File: src/hdl/stl_pkg.sv
// Shared types, constants and character classes of the token lexer.
`default_nettype none
package stl_pkg;

    localparam int QUEUE_DEPTH_DEF = 4;

    typedef logic [3:0] kind_t;

    localparam kind_t KIND_IDENT   = 4'd0;
    localparam kind_t KIND_NUMBER  = 4'd1;
    localparam kind_t KIND_EQUALS  = 4'd2;
    localparam kind_t KIND_COLON   = 4'd3;
    localparam kind_t KIND_SEMI    = 4'd4;
    localparam kind_t KIND_OPEN    = 4'd5;
    localparam kind_t KIND_CLOSE   = 4'd6;
    localparam kind_t KIND_DOT     = 4'd7;
    localparam kind_t KIND_PLUS    = 4'd8;
    localparam kind_t KIND_MINUS   = 4'd9;
    localparam kind_t KIND_TIMES   = 4'd10;
    localparam kind_t KIND_DIVIDE  = 4'd11;
    localparam kind_t KIND_MOD     = 4'd12;
    localparam kind_t KIND_COMMA   = 4'd13;
    localparam kind_t KIND_UNKNOWN = 4'd14;

    localparam logic [7:0] CHAR_DOT = 8'h2E;

    typedef enum logic [1:0] {
        MODE_IDLE   = 2'd0,
        MODE_IDENT  = 2'd1,
        MODE_NUMBER = 2'd2
    } lex_mode_t;

    // One token character as it leaves the block.
    typedef struct packed {
        kind_t      kind;
        logic [7:0] tbyte;
        logic       starts;
    } res_t;

    // All results caused by one input beat, in order.
    typedef struct packed {
        logic [1:0] cnt;
        res_t       res0;
        res_t       res1;
    } bundle_t;

    typedef struct packed {
        logic      emit;
        res_t      res;
        lex_mode_t mode;
        logic      dot;
    } idle_out_t;

    function automatic logic is_blank(input logic [7:0] c);
        return (c == 8'h20) || (c >= 8'h09 && c <= 8'h0D);
    endfunction

    function automatic logic is_digit(input logic [7:0] c);
        return c >= 8'h30 && c <= 8'h39;
    endfunction

    function automatic logic is_ident_start(input logic [7:0] c);
        return (c >= 8'h61 && c <= 8'h7A) || (c >= 8'h41 && c <= 8'h5A) || (c == 8'h5F);
    endfunction

    function automatic kind_t punct_kind(input logic [7:0] c);
        kind_t k;
        unique case (c)
            8'h3D:   k = KIND_EQUALS;
            8'h3A:   k = KIND_COLON;
            8'h3B:   k = KIND_SEMI;
            8'h7B:   k = KIND_OPEN;
            8'h7D:   k = KIND_CLOSE;
            8'h2E:   k = KIND_DOT;
            8'h2B:   k = KIND_PLUS;
            8'h2D:   k = KIND_MINUS;
            8'h2A:   k = KIND_TIMES;
            8'h2F:   k = KIND_DIVIDE;
            8'h25:   k = KIND_MOD;
            8'h2C:   k = KIND_COMMA;
            default: k = KIND_UNKNOWN;
        endcase
        return k;
    endfunction

    // Handling of a character met between tokens. A dot is held, not emitted.
    function automatic idle_out_t from_idle(input logic [7:0] c);
        idle_out_t o;
        o.emit       = 1'b0;
        o.res.kind   = punct_kind(c);
        o.res.tbyte  = c;
        o.res.starts = 1'b1;
        o.mode       = MODE_IDLE;
        o.dot        = 1'b0;
        if (is_blank(c))
        begin
            o.emit = 1'b0;
        end
        else if (is_ident_start(c))
        begin
            o.emit     = 1'b1;
            o.res.kind = KIND_IDENT;
            o.mode     = MODE_IDENT;
        end
        else if (is_digit(c))
        begin
            o.emit     = 1'b1;
            o.res.kind = KIND_NUMBER;
            o.mode     = MODE_NUMBER;
        end
        else if (c == CHAR_DOT)
        begin
            o.dot = 1'b1;
        end
        else
        begin
            o.emit = 1'b1;
        end
        return o;
    endfunction

endpackage
`default_nettype wire

File: src/hdl/stl_front.sv
// Front end: accepts characters, tracks lexer state and builds result bundles.
`default_nettype none
module stl_front
    import stl_pkg::*;
(
    input  wire logic       clk,
    input  wire logic       rst_n,
    input  wire logic       in_valid,
    output logic            in_ready,
    input  wire logic [7:0] char_in,
    input  wire logic       end_of_source,
    input  wire logic       q_ready,
    output logic            push,
    output bundle_t         push_data
);

    lex_mode_t mode_reg, mode_next;
    logic      dot_reg, dot_next;
    logic      accept;
    idle_out_t fi;
    logic [1:0] n;
    res_t      r0, r1;
    res_t      dot_res;
    res_t      cont_res;

    assign in_ready = q_ready;
    assign accept   = in_valid && q_ready;

    always_comb
    begin
        fi             = from_idle(char_in);
        dot_res.kind   = KIND_DOT;
        dot_res.tbyte  = CHAR_DOT;
        dot_res.starts = 1'b1;
        cont_res.kind   = (mode_reg == MODE_IDENT) ? KIND_IDENT : KIND_NUMBER;
        cont_res.tbyte  = char_in;
        cont_res.starts = 1'b0;
        n         = 2'd0;
        r0        = fi.res;
        r1        = fi.res;
        mode_next = fi.mode;
        dot_next  = fi.dot;

        if (dot_reg)
        begin
            if (is_digit(char_in))
            begin
                // The held dot opens a number and the digit continues it.
                r0.kind   = KIND_NUMBER;
                r0.tbyte  = CHAR_DOT;
                r0.starts = 1'b1;
                r1.kind   = KIND_NUMBER;
                r1.tbyte  = char_in;
                r1.starts = 1'b0;
                n         = 2'd2;
                mode_next = MODE_NUMBER;
                dot_next  = 1'b0;
            end
            else
            begin
                r0 = dot_res;
                r1 = fi.res;
                n  = fi.emit ? 2'd2 : 2'd1;
            end
        end
        else
        begin
            unique case (mode_reg)
                MODE_IDENT:
                begin
                    if (is_ident_start(char_in) || is_digit(char_in))
                    begin
                        r0        = cont_res;
                        n         = 2'd1;
                        mode_next = MODE_IDENT;
                        dot_next  = 1'b0;
                    end
                    else
                    begin
                        n = {1'b0, fi.emit};
                    end
                end
                MODE_NUMBER:
                begin
                    if (is_digit(char_in) || char_in == CHAR_DOT)
                    begin
                        r0        = cont_res;
                        n         = 2'd1;
                        mode_next = MODE_NUMBER;
                        dot_next  = 1'b0;
                    end
                    else
                    begin
                        n = {1'b0, fi.emit};
                    end
                end
                default:
                begin
                    n = {1'b0, fi.emit};
                end
            endcase
        end

        // End of source flushes a held dot and returns to idle.
        if (end_of_source)
        begin
            if (dot_next)
            begin
                if (n == 2'd0)
                begin
                    r0 = dot_res;
                end
                else
                begin
                    r1 = dot_res;
                end
                n = n + 2'd1;
            end
            dot_next  = 1'b0;
            mode_next = MODE_IDLE;
        end
    end

    assign push           = accept && (n != 2'd0);
    assign push_data.cnt  = n;
    assign push_data.res0 = r0;
    assign push_data.res1 = r1;

    always_ff @(posedge clk or negedge rst_n)
    begin
        if (!rst_n)
        begin
            mode_reg <= MODE_IDLE;
            dot_reg  <= 1'b0;
        end
        else if (accept)
        begin
            mode_reg <= mode_next;
            dot_reg  <= dot_next;
        end
    end

endmodule
`default_nettype wire

File: src/hdl/stl_queue.sv
// Short bundle queue between the front end and the output stage.
`default_nettype none
module stl_queue
    import stl_pkg::*;
#(
    parameter int DEPTH = QUEUE_DEPTH_DEF
)
(
    input  wire logic    clk,
    input  wire logic    rst_n,
    input  wire logic    push,
    input  wire bundle_t push_data,
    output logic         not_full,
    input  wire logic    pop,
    output logic         not_empty,
    output bundle_t      head
);

    localparam int PW = (DEPTH > 1) ? $clog2(DEPTH) : 1;
    localparam int CW = $clog2(DEPTH + 1);
    localparam logic [PW-1:0] LAST_PTR = PW'(DEPTH - 1);
    localparam logic [CW-1:0] FULL_CNT = CW'(DEPTH);

    bundle_t         mem [DEPTH];
    logic [PW-1:0]   wr_ptr_reg, rd_ptr_reg;
    logic [CW-1:0]   cnt_reg;
    logic            do_push, do_pop;

    assign not_full  = cnt_reg != FULL_CNT;
    assign not_empty = cnt_reg != '0;
    assign do_push   = push && not_full;
    assign do_pop    = pop && not_empty;
    assign head      = mem[rd_ptr_reg];

    always_ff @(posedge clk)
    begin
        if (do_push)
        begin
            mem[wr_ptr_reg] <= push_data;
        end
    end

    always_ff @(posedge clk or negedge rst_n)
    begin
        if (!rst_n)
        begin
            wr_ptr_reg <= '0;
            rd_ptr_reg <= '0;
            cnt_reg    <= '0;
        end
        else
        begin
            if (do_push)
            begin
                wr_ptr_reg <= (wr_ptr_reg == LAST_PTR) ? '0 : wr_ptr_reg + 1'b1;
            end
            if (do_pop)
            begin
                rd_ptr_reg <= (rd_ptr_reg == LAST_PTR) ? '0 : rd_ptr_reg + 1'b1;
            end
            if (do_push && !do_pop)
            begin
                cnt_reg <= cnt_reg + 1'b1;
            end
            else if (do_pop && !do_push)
            begin
                cnt_reg <= cnt_reg - 1'b1;
            end
        end
    end

endmodule
`default_nettype wire

File: src/hdl/stl_back.sv
// Output stage: holds one bundle and sends its results one beat at a time.
`default_nettype none
module stl_back
    import stl_pkg::*;
(
    input  wire logic    clk,
    input  wire logic    rst_n,
    input  wire logic    q_valid,
    input  wire bundle_t q_head,
    output logic         q_pop,
    output logic         out_valid,
    input  wire logic    out_ready,
    output res_t         out_res,
    output logic         out_last
);

    bundle_t cur_reg;
    logic    idx_reg;
    logic    valid_reg;
    logic    load;

    assign out_valid = valid_reg;
    assign out_res   = idx_reg ? cur_reg.res1 : cur_reg.res0;
    assign out_last  = (cur_reg.cnt == 2'd2) ? idx_reg : 1'b1;

    // A new bundle is taken when the stage is empty or its last beat leaves.
    assign load  = !valid_reg || (out_ready && out_last);
    assign q_pop = load && q_valid;

    always_ff @(posedge clk)
    begin
        if (q_pop)
        begin
            cur_reg <= q_head;
        end
    end

    always_ff @(posedge clk or negedge rst_n)
    begin
        if (!rst_n)
        begin
            valid_reg <= 1'b0;
            idx_reg   <= 1'b0;
        end
        else if (load)
        begin
            valid_reg <= q_valid;
            idx_reg   <= 1'b0;
        end
        else if (out_ready)
        begin
            idx_reg <= 1'b1;
        end
    end

endmodule
`default_nettype wire

File: src/hdl/schema_token_lexer.sv
// Accepts one character per cycle while the queue has room and streams tagged token characters.
// A result beat passes through the queue and the output stage register before it is offered.
// Throughput: one input beat per cycle while each input yields at most one result and m_tready
// stays high; an input yielding two results sends them one at a time on the single output port.
// Reset (rst_n low, asynchronous) clears lexer state, the queue and the output stage.
`default_nettype none
module schema_token_lexer
    import stl_pkg::*;
#(
    parameter int QUEUE_DEPTH = QUEUE_DEPTH_DEF
)
(
    input  wire logic       clk,
    input  wire logic       rst_n,
    input  wire logic       s_tvalid,
    output logic            s_tready,
    input  wire logic [7:0] s_tdata,   // [7:0] char_in
    input  wire logic       s_tlast,   // end_of_source
    output logic            m_tvalid,
    input  wire logic       m_tready,
    output logic [7:0]      m_tdata,   // [7:0] token_byte
    output logic [4:0]      m_tuser,   // [3:0] token_kind, [4] starts_token
    output logic            m_tlast    // last_result
);

    logic    push, q_not_full, q_not_empty, q_pop;
    bundle_t push_data, q_head;
    res_t    out_res;

    stl_front u_front (
        .clk           (clk),
        .rst_n         (rst_n),
        .in_valid      (s_tvalid),
        .in_ready      (s_tready),
        .char_in       (s_tdata),
        .end_of_source (s_tlast),
        .q_ready       (q_not_full),
        .push          (push),
        .push_data     (push_data)
    );

    stl_queue #(
        .DEPTH (QUEUE_DEPTH)
    ) u_queue (
        .clk       (clk),
        .rst_n     (rst_n),
        .push      (push),
        .push_data (push_data),
        .not_full  (q_not_full),
        .pop       (q_pop),
        .not_empty (q_not_empty),
        .head      (q_head)
    );

    stl_back u_back (
        .clk       (clk),
        .rst_n     (rst_n),
        .q_valid   (q_not_empty),
        .q_head    (q_head),
        .q_pop     (q_pop),
        .out_valid (m_tvalid),
        .out_ready (m_tready),
        .out_res   (out_res),
        .out_last  (m_tlast)
    );

    assign m_tdata = out_res.tbyte;
    assign m_tuser = {out_res.starts, out_res.kind};

endmodule
`default_nettype wire

File: config.mk
export PLATFORM = sky130hd
export DESIGN_NAME = schema_token_lexer
export DESIGN_NICKNAME = d
export VERILOG_FILES = /design/src/hdl/stl_pkg.sv /design/src/hdl/stl_front.sv /design/src/hdl/stl_queue.sv /design/src/hdl/stl_back.sv /design/src/hdl/schema_token_lexer.sv
export SDC_FILE = /design/constraint.sdc
export NUM_CORES = 1
export LEC_CHECK = 0
export ABC_CLOCK_PERIOD_IN_PS = 4100
export BUFFER_PORTS_ARGS = -buffer_cell sky130_fd_sc_hd__buf_2
export CAP_MARGIN = 20
export CORE_MARGIN = 10
export CORE_UTILIZATION = 50
export DETAILED_ROUTE_END_ITERATION = 10
export PLACE_DENSITY = 0.71
export RECOVER_POWER = 100
export SKIP_LAST_GASP = 1
export SYNTH_ARGS = -nofsm -noshare
export SYNTH_HDL_FRONTEND = slang
export SYNTH_SLANG_ARGS = --single-unit
File: constraint.sdc
create_clock -name clk -period 4.1 [get_ports clk]
set_clock_uncertainty 0.2 [all_clocks]
set_input_delay 0.615 -clock clk [delete_from_list [all_inputs] [get_ports clk]]
set_output_delay 0.615 -clock clk [all_outputs]
set_load 0.02 [all_outputs]
==> results_dict.tcl, run 1 <==
set metrics [dict create \
    place_inst 583 \
    required_ns 4.25 \
    synth_top_area_share_pct 65.41 \
    area_delta_synth_final_pct 17.77 \
    fin_tns_setup_ns 0 \
    synthArstFlopShare_pct 7.895 \
    largest_reg_flops 112 \
    cts_tree "built" \
    ys_types 59 \
    total_power_mw 5.563 \
    syn-num-nets 398 \
    post-cts-setup-buffers 0 \
    critPathMaxStageDelay_ns 0.44 \
    antenna_found_initial 0 \
    instances_no_fill 617 \
    synth_cells 375 \
    clk_path_buf_depth 2 \
    holdWs_ns 0.2218 \
    cts_htree_levels 4 \
    arrival_ns 3.96 \
    netlist_area_um2 6427 \
    rsz0062_at_grt "false" \
    finalMaxSlewViolations 31 \
    synth-edff-count 140 \
    maxCapViolations 1 \
    timing.critical_path.buf_inv 4 \
    vias 3432 \
    rr_startpoint "u_front.mode_reg[0]$_DFFE_PN0P_" \
    grt-ovfl-total 0 \
    period_share_pct 92.92 \
    route.detailed.drc 0 \
    synth-seq-cells 152 \
    gp_congestion 0.8870 \
    grt_usage_pct 13.83 \
    hp-class "in -> reg" \
    io_pins 29 \
    initial_utilization_pct 50.93 \
    synth_area_leaders "edfxtp_1 65%, mux4_2 9.8%, dfrtp_1 4.7%" \
    status "finished, violations left" \
    rr_worst_depth 18 \
    die_area_um2 17790 \
    period_needed_ns 3.810 \
    cts-root-buf "clkbuf_16" \
    total_leakage_power_nw 2.600 \
    initialDrtViolationCount 215 \
    clk_latency_ns 0.42 \
    setup_viol 0 \
    cts.reportedPaths.clkPinSlew_ns 0.06 \
    setup.worst_path.class "in -> reg" \
    vias_per_cell 5.562 \
    totalWireLength_mm 11.69 \
    synth.largest_area_cell "edfxtp_1" \
    cp_max_fo 14 \
    grt_start_max_net_pins 32 \
    crit_family "compound AO/OA/AOI/OAI gates" \
    numCtsBuffers 17 \
    final_common_cell "edfxtp_1" \
    timing.rr.end "u_queue.cnt_reg[2]$_DFFE_PN0P_" \
    crit_chain "buf_2 -> buf_4 -> clkbuf_1 -> a21oi_1 -> o22a_1 -> a211o_1 -> nand2_1 -> ha_1 -> nand2_1 -> o2bb2ai_1 -> a31o_1 -> a41oi_2 -> o21a_4 -> ha_1 -> inv_1 -> fa_1 -> xor2_1 -> nor2_1 -> xor2_1" \
    core-area_um2 12620 \
    syn_area_per_cell_um2 17.14 \
    first_global_vias 3603 \
    fmax_ghz 0.2625 \
    violations "max-capacitance violations, max-slew violations" \
    final_nets 455 \
    r2r_setup_slack_ns 0.54 \
    yosysWarningCount 0 \
    crit_path_start_kind "input pin" \
    hold_viol 0 \
    ant_nets 0 \
    row_count 41 \
    layout_common_cells "140 x edfxtp_1, 31 x clkbuf_1, 28 x mux4_2" \
    die_height_um 133.4 \
    hpwl_mm 7.423 \
    io_buffer_count 28 \
    grt_pass1_wl_mm 19.09 \
    crit_start "s_tdata[1]" \
    cts_sinks 152 \
    peakVddDrop_uv 358.0 \
    drtPass1Iterations 5 \
    powerDensity_nw_per_um2 734.9 \
    antenna_cells 0 \
    synth_ff_type "edfxtp_1" \
    cp_num_cells 19 \
    slew_headroom_pct -24.27 \
    die_x_um 133.4 \
    avgRoutedWirePerCell_um 18.94 \
    critPathSlowestCell "clkbuf_1" \
    tightest_slew_ns 1.864 \
    end_kind "register" \
    layout-drive-gt1-share_pct 27.64 \
    cts.repair.resized 0 \
    crit_path_end "u_queue.cnt_reg[2]$_DFFE_PN0P_" \
    seq_area_frac_synth_pct 70.08 \
]
## layout make-up
class / count / area, um2
repair buffers: 65 / 401.6
flip-flops and latches: 152 / 4506
inverters: 12 / 45.04
fillers: 981 / 5050
clock inverters: 15 / 202.7
clock buffers: 17 / 425.4
multi-input cells: 184 / 1774
well taps: 172 / 215.2
## tightest hold or removal path: stages
cell    delay (ns)
buf_2         0.09
nor2_1        0.04
nor2_1        0.07
## routing by layer
| layer | up-vias | share of wire [%] | GRT usage, % | wire [um] |
|---|---|---|---|---|
| met4 | 0 | 1.1 | 4.716 | 133 |
| met2 | 98 | 49 | 22.19 | 5757 |
| li1 | 1595 | - | - | - |
| met5 | - | 0 | 0 | 0 |
| met3 | 17 | 4.4 | 4.511 | 512 |
| met1 | 1722 | 45 | 17.29 | 5283 |
## worst min-delay path by stage
stage / from / endpoint / slack, ns / cells past startpoint
floorplan: rst_n / u_back.idx_reg$_DFFE_PN0P_ / 0.12 / 0
global placement: u_queue.cnt_reg[2]$_DFFE_PN0P_ / u_queue.cnt_reg[2]$_DFFE_PN0P_ / 0.30 / 1
detailed placement: u_front.mode_reg[1]$_DFFE_PN0P_ / u_front.mode_reg[1]$_DFFE_PN0P_ / 0.31 / 1
CTS: m_tready / u_back.idx_reg$_DFFE_PN0P_ / 0.21 / 3
global route: m_tready / u_back.idx_reg$_DFFE_PN0P_ / 0.25 / 3
finish: m_tready / u_back.idx_reg$_DFFE_PN0P_ / 0.22 / 3
## Yosys cell counts (all sizes together), types with 3 or more instances
library cell and number:
and2 8, nor2 19, nor3 8, mux2 18, a21oi 5, inv 12
ha 9, nand3b 4, dfrtp 12, mux4 28, nand3 7, clkbuf 18
a31oi 4, o21ai 5, nand2 21, buf 9, xnor2 3, edfxtp 140
## kinds of logic after synthesis
kind of cell / share of synthesized area (%)
AO/OA/AOI/OAI: 4.575
multiplexers: 13.08
AND/OR/NAND/NOR: 7.067
adder cells (fa/ha/maj): 2.064
buffers and inverters: 2.453
flip-flops: 70.08
XOR/XNOR: 0.6815
## metrics by stage
| step | cell area, um2 | util [%] | setup WS (ns) |
|---|---|---|---|
| after global placement | 6997 | 55.44 | -0.01137 |
| after detailed placement | 6997 | 55.44 | -0.1092 |
| after global routing | 7570 | 59.98 | 0.08116 |
| after CTS | 7635 | 60.50 | 0.3226 |
| after floorplan | 6440 | - | 0.01959 |
| final | 7570 | 59.98 | 0.2905 |
## report_power, final
group / internal (mW) / switching (mW)
clock: 1.02 / 0.592
sequential: 2.28 / 0.147
combinational: 0.675 / 0.848
## what timing repair did
item,4_1_cts,5_1_grt
endpoints found under the setup margin,0,0
hold buffers,1,0
hold endpoints to repair,12,0
Power figures use the tool's default switching activity.
==> inputs of run 2 (changes only) <==
--- a/config.mk
+++ b/config.mk
@@ -5,13 +5,14 @@
 export SDC_FILE = /design/constraint.sdc
 export NUM_CORES = 1
 export LEC_CHECK = 0
+export ABC_AREA = 1
 export ABC_CLOCK_PERIOD_IN_PS = 4100
 export BUFFER_PORTS_ARGS = -buffer_cell sky130_fd_sc_hd__buf_2
 export CAP_MARGIN = 20
 export CORE_MARGIN = 10
 export CORE_UTILIZATION = 50
 export DETAILED_ROUTE_END_ITERATION = 10
-export PLACE_DENSITY = 0.71
+export PLACE_DENSITY = 0.72
 export RECOVER_POWER = 100
 export SKIP_LAST_GASP = 1
 export SYNTH_ARGS = -nofsm -noshare
==> results_dict.tcl, run 2 <==
set metrics [dict create \
    tightest_slew_ns 1.929 \
    required_ns 4.21 \
    layout-drive-gt1-share_pct 9.437 \
    post-cts-setup-buffers 0 \
    end_kind "register" \
    route.detailed.drc 0 \
    die_height_um 133.8 \
    gp_congestion 0.9453 \
    r2r_setup_slack_ns 0.85 \
    initial_utilization_pct 51.14 \
    totalWireLength_mm 13.41 \
    cp_max_fo 8 \
    finish.utilization_pct 57.71 \
    clk_latency_ns 0.42 \
    yosysMostFrequentCell "edfxtp_1" \
    cts_tree "built" \
    ys_types 31 \
    setup_viol 0 \
    cts_htree_levels 4 \
    fin_tns_setup_ns 0 \
    slew_headroom_pct -28.61 \
    cts_sinks 152 \
    hold_viol 0 \
    synthArstFlopShare_pct 7.895 \
    hp-class "in -> reg" \
    area_delta_synth_final_pct 12.84 \
    synth.largest_area_cell "edfxtp_1" \
    io_buffer_count 28 \
    worstHoldStart "m_tready" \
    clk_path_buf_depth 2 \
    hpwl_mm 7.913 \
    core-area_um2 12670 \
    synthTopCellsByCount "140 x edfxtp_1, 89 x nor2_1, 83 x nand2_1" \
    synth_area_leaders "edfxtp_1 65%, o21ai_0 5.2%, nor2_1 5.2%" \
    synth-edff-count 140 \
    seq_area_frac_synth_pct 69.51 \
    ant_nets 0 \
    layout_common_cells "140 x edfxtp_1, 90 x nor2_1, 86 x nand2_1" \
    die_area_um2 17910 \
    final_nets 614 \
    antenna_found_initial 0 \
    yosysWarningCount 0 \
    crit_path_start_kind "input pin" \
    finalMaxSlewViolations 33 \
    netlist_area_um2 6480 \
    antenna_cells 0 \
    peakVddDrop_uv 459.0 \
    vias_per_cell 5.510 \
    drtPass1Iterations 5 \
    syn-num-nets 588 \
    rr_startpoint "u_front.mode_reg[0]$_DFFE_PN0P_" \
    grt-ovfl-total 0 \
    total_power_mw 5.362 \
    row_count 41 \
    cts-root-buf "clkbuf_16" \
    violations "max-capacitance violations, max-slew violations" \
    numCtsBuffers 17 \
    period_needed_ns 3.486 \
    final_common_cell "edfxtp_1" \
    grt_start_max_net_pins 58 \
    rsz0062_at_grt "false" \
    first_global_vias 4288 \
    grt_pass1_wl_mm 21.30 \
    vias 4276 \
    crit_start "s_tdata[5]" \
    total_leakage_power_nw 2.683 \
    setup.worst_path.class "in -> reg" \
    syn_area_per_cell_um2 11.47 \
    largest_reg_flops 112 \
    io_pins 29 \
    fmax_ghz 0.2869 \
    instances_no_fill 776 \
    synth_cells 565 \
    period_share_pct 85.02 \
    status "finished, violations left" \
    n_fill_cell 1021 \
    synth-seq-cells 152 \
    synth_ff_type "edfxtp_1" \
    synth_top_area_share_pct 64.88 \
    cts.reportedPaths.clkPinSlew_ns 0.06 \
    die_x_um 133.8 \
    place_inst 743 \
    avgRoutedWirePerCell_um 17.28 \
    grt_usage_pct 15.37 \
    arrival_ns 3.59 \
    maxCapViolations 1 \
    powerDensity_nw_per_um2 733.4 \
    initialDrtViolationCount 427 \
]
run 2: cell count changes after synthesis, sizes merged, moves of 28 or more:
cell,change
o22ai,+28
o21ai,+64
nand2,+74
nor2,+72
mux4,-28
inv,+30
run 2: path summary, 6_finish.rpt:
| path | cells after the start | to |
|---|---|---|
| worst max-delay path | 19 | u_queue.cnt_reg[1]$_DFFE_PN0P_ |
| worst min-delay path | 3 | u_back.idx_reg$_DFFE_PN0P_ |
| worst max register to register | 17 | u_queue.cnt_reg[1]$_DFFE_PN0P_ |
| worst min register to register | 1 | u_queue.cnt_reg[2]$_DFFE_PN0P_ |
| max in group asynchronous | 2 | u_front.mode_reg[1]$_DFFE_PN0P_ |
| min in group asynchronous | 2 | u_queue.cnt_reg[0]$_DFFE_PN0P_ |
run 2: cells by family (layout without fill, tap and decap cells):
kind of cell | after synthesis | in the layout | synth area share [%]
AOI/OAI and AO/OA | 107 | 107 | 8.978
xor gates and xnor gates | 2 | 2 | 0.2704
adders and majority gates | 10 | 10 | 2.047
buffers and inverters | 75 | 114 | 4.615
DFF | 152 | 152 | 69.51
muxes | 1 | 1 | 0.1738
and+or+nand+nor | 218 | 218 | 14.40
run 2: layout make-up:
| class | instances | area [um2] | share of cell area, % |
|---|---|---|---|
| inverters | 43 | 162.7 | 2.225 |
| well taps | 172 | 215.2 | 2.943 |
| clock inverters | 14 | 175.2 | 2.396 |
| clock buffers | 18 | 429.2 | 5.869 |
| flip-flops and latches | 152 | 4504 | 61.60 |
| multi-input cells | 338 | 1654 | 22.62 |
| repair buffers | 39 | 171.4 | 2.344 |
run 2: metrics by stage:
stage / hold slack, ns / instance area (um2) / setup WS, ns
after floorplan: 0.1194 / 6480 / 0.3353
after global placement: 0.2890 / 6787 / 0.4653
after detailed placement: 0.3025 / 6787 / 0.3709
after CTS: 0.2249 / 7401 / 0.7985
after global routing: 0.2443 / 7312 / 0.2845
final: 0.2421 / 7312 / 0.6143
run 2: critical path: stages:
cell and delay [ns]:
clkbuf_1 0.25, nand2_1 0.14, nor2_1 0.30, nand2_4 0.12, nand3_1 0.17, nand2_4 0.07
clkinv_2 0.06, nand2_2 0.05, nand2_2 0.06, nand2_2 0.06, ha_1 0.31, o21ai_2 0.16
nand3_2 0.13, nand2_4 0.11, inv_1 0.05, ha_1 0.17, inv_1 0.10, fa_1 0.39
mux2_2 0.27
run 2: report_power, final:
group	switching, mW	internal (mW)	total (mW)
Combinational	1.04	0.389	1.42
Sequential	0.143	2.23	2.37
Clock	0.608	0.960	1.57
run 2: repair_timing:
| action | 4_1_cts | 5_1_grt |
|---|---|---|
| gates resized for setup | 0 | 0 |
| hold buffers | 1 | 0 |
| hold endpoints to repair | 12 | 0 |
run 2: routing by layer:
layer / vias to the layer above / wire [um] / track usage [%]
li1: 2031 / - / -
met1: 2089 / 5702 / 17.33
met2: 131 / 6790 / 26.35
met3: 25 / 639 / 3.771
met4: 0 / 277 / 8.222
met5: - / 0 / 0
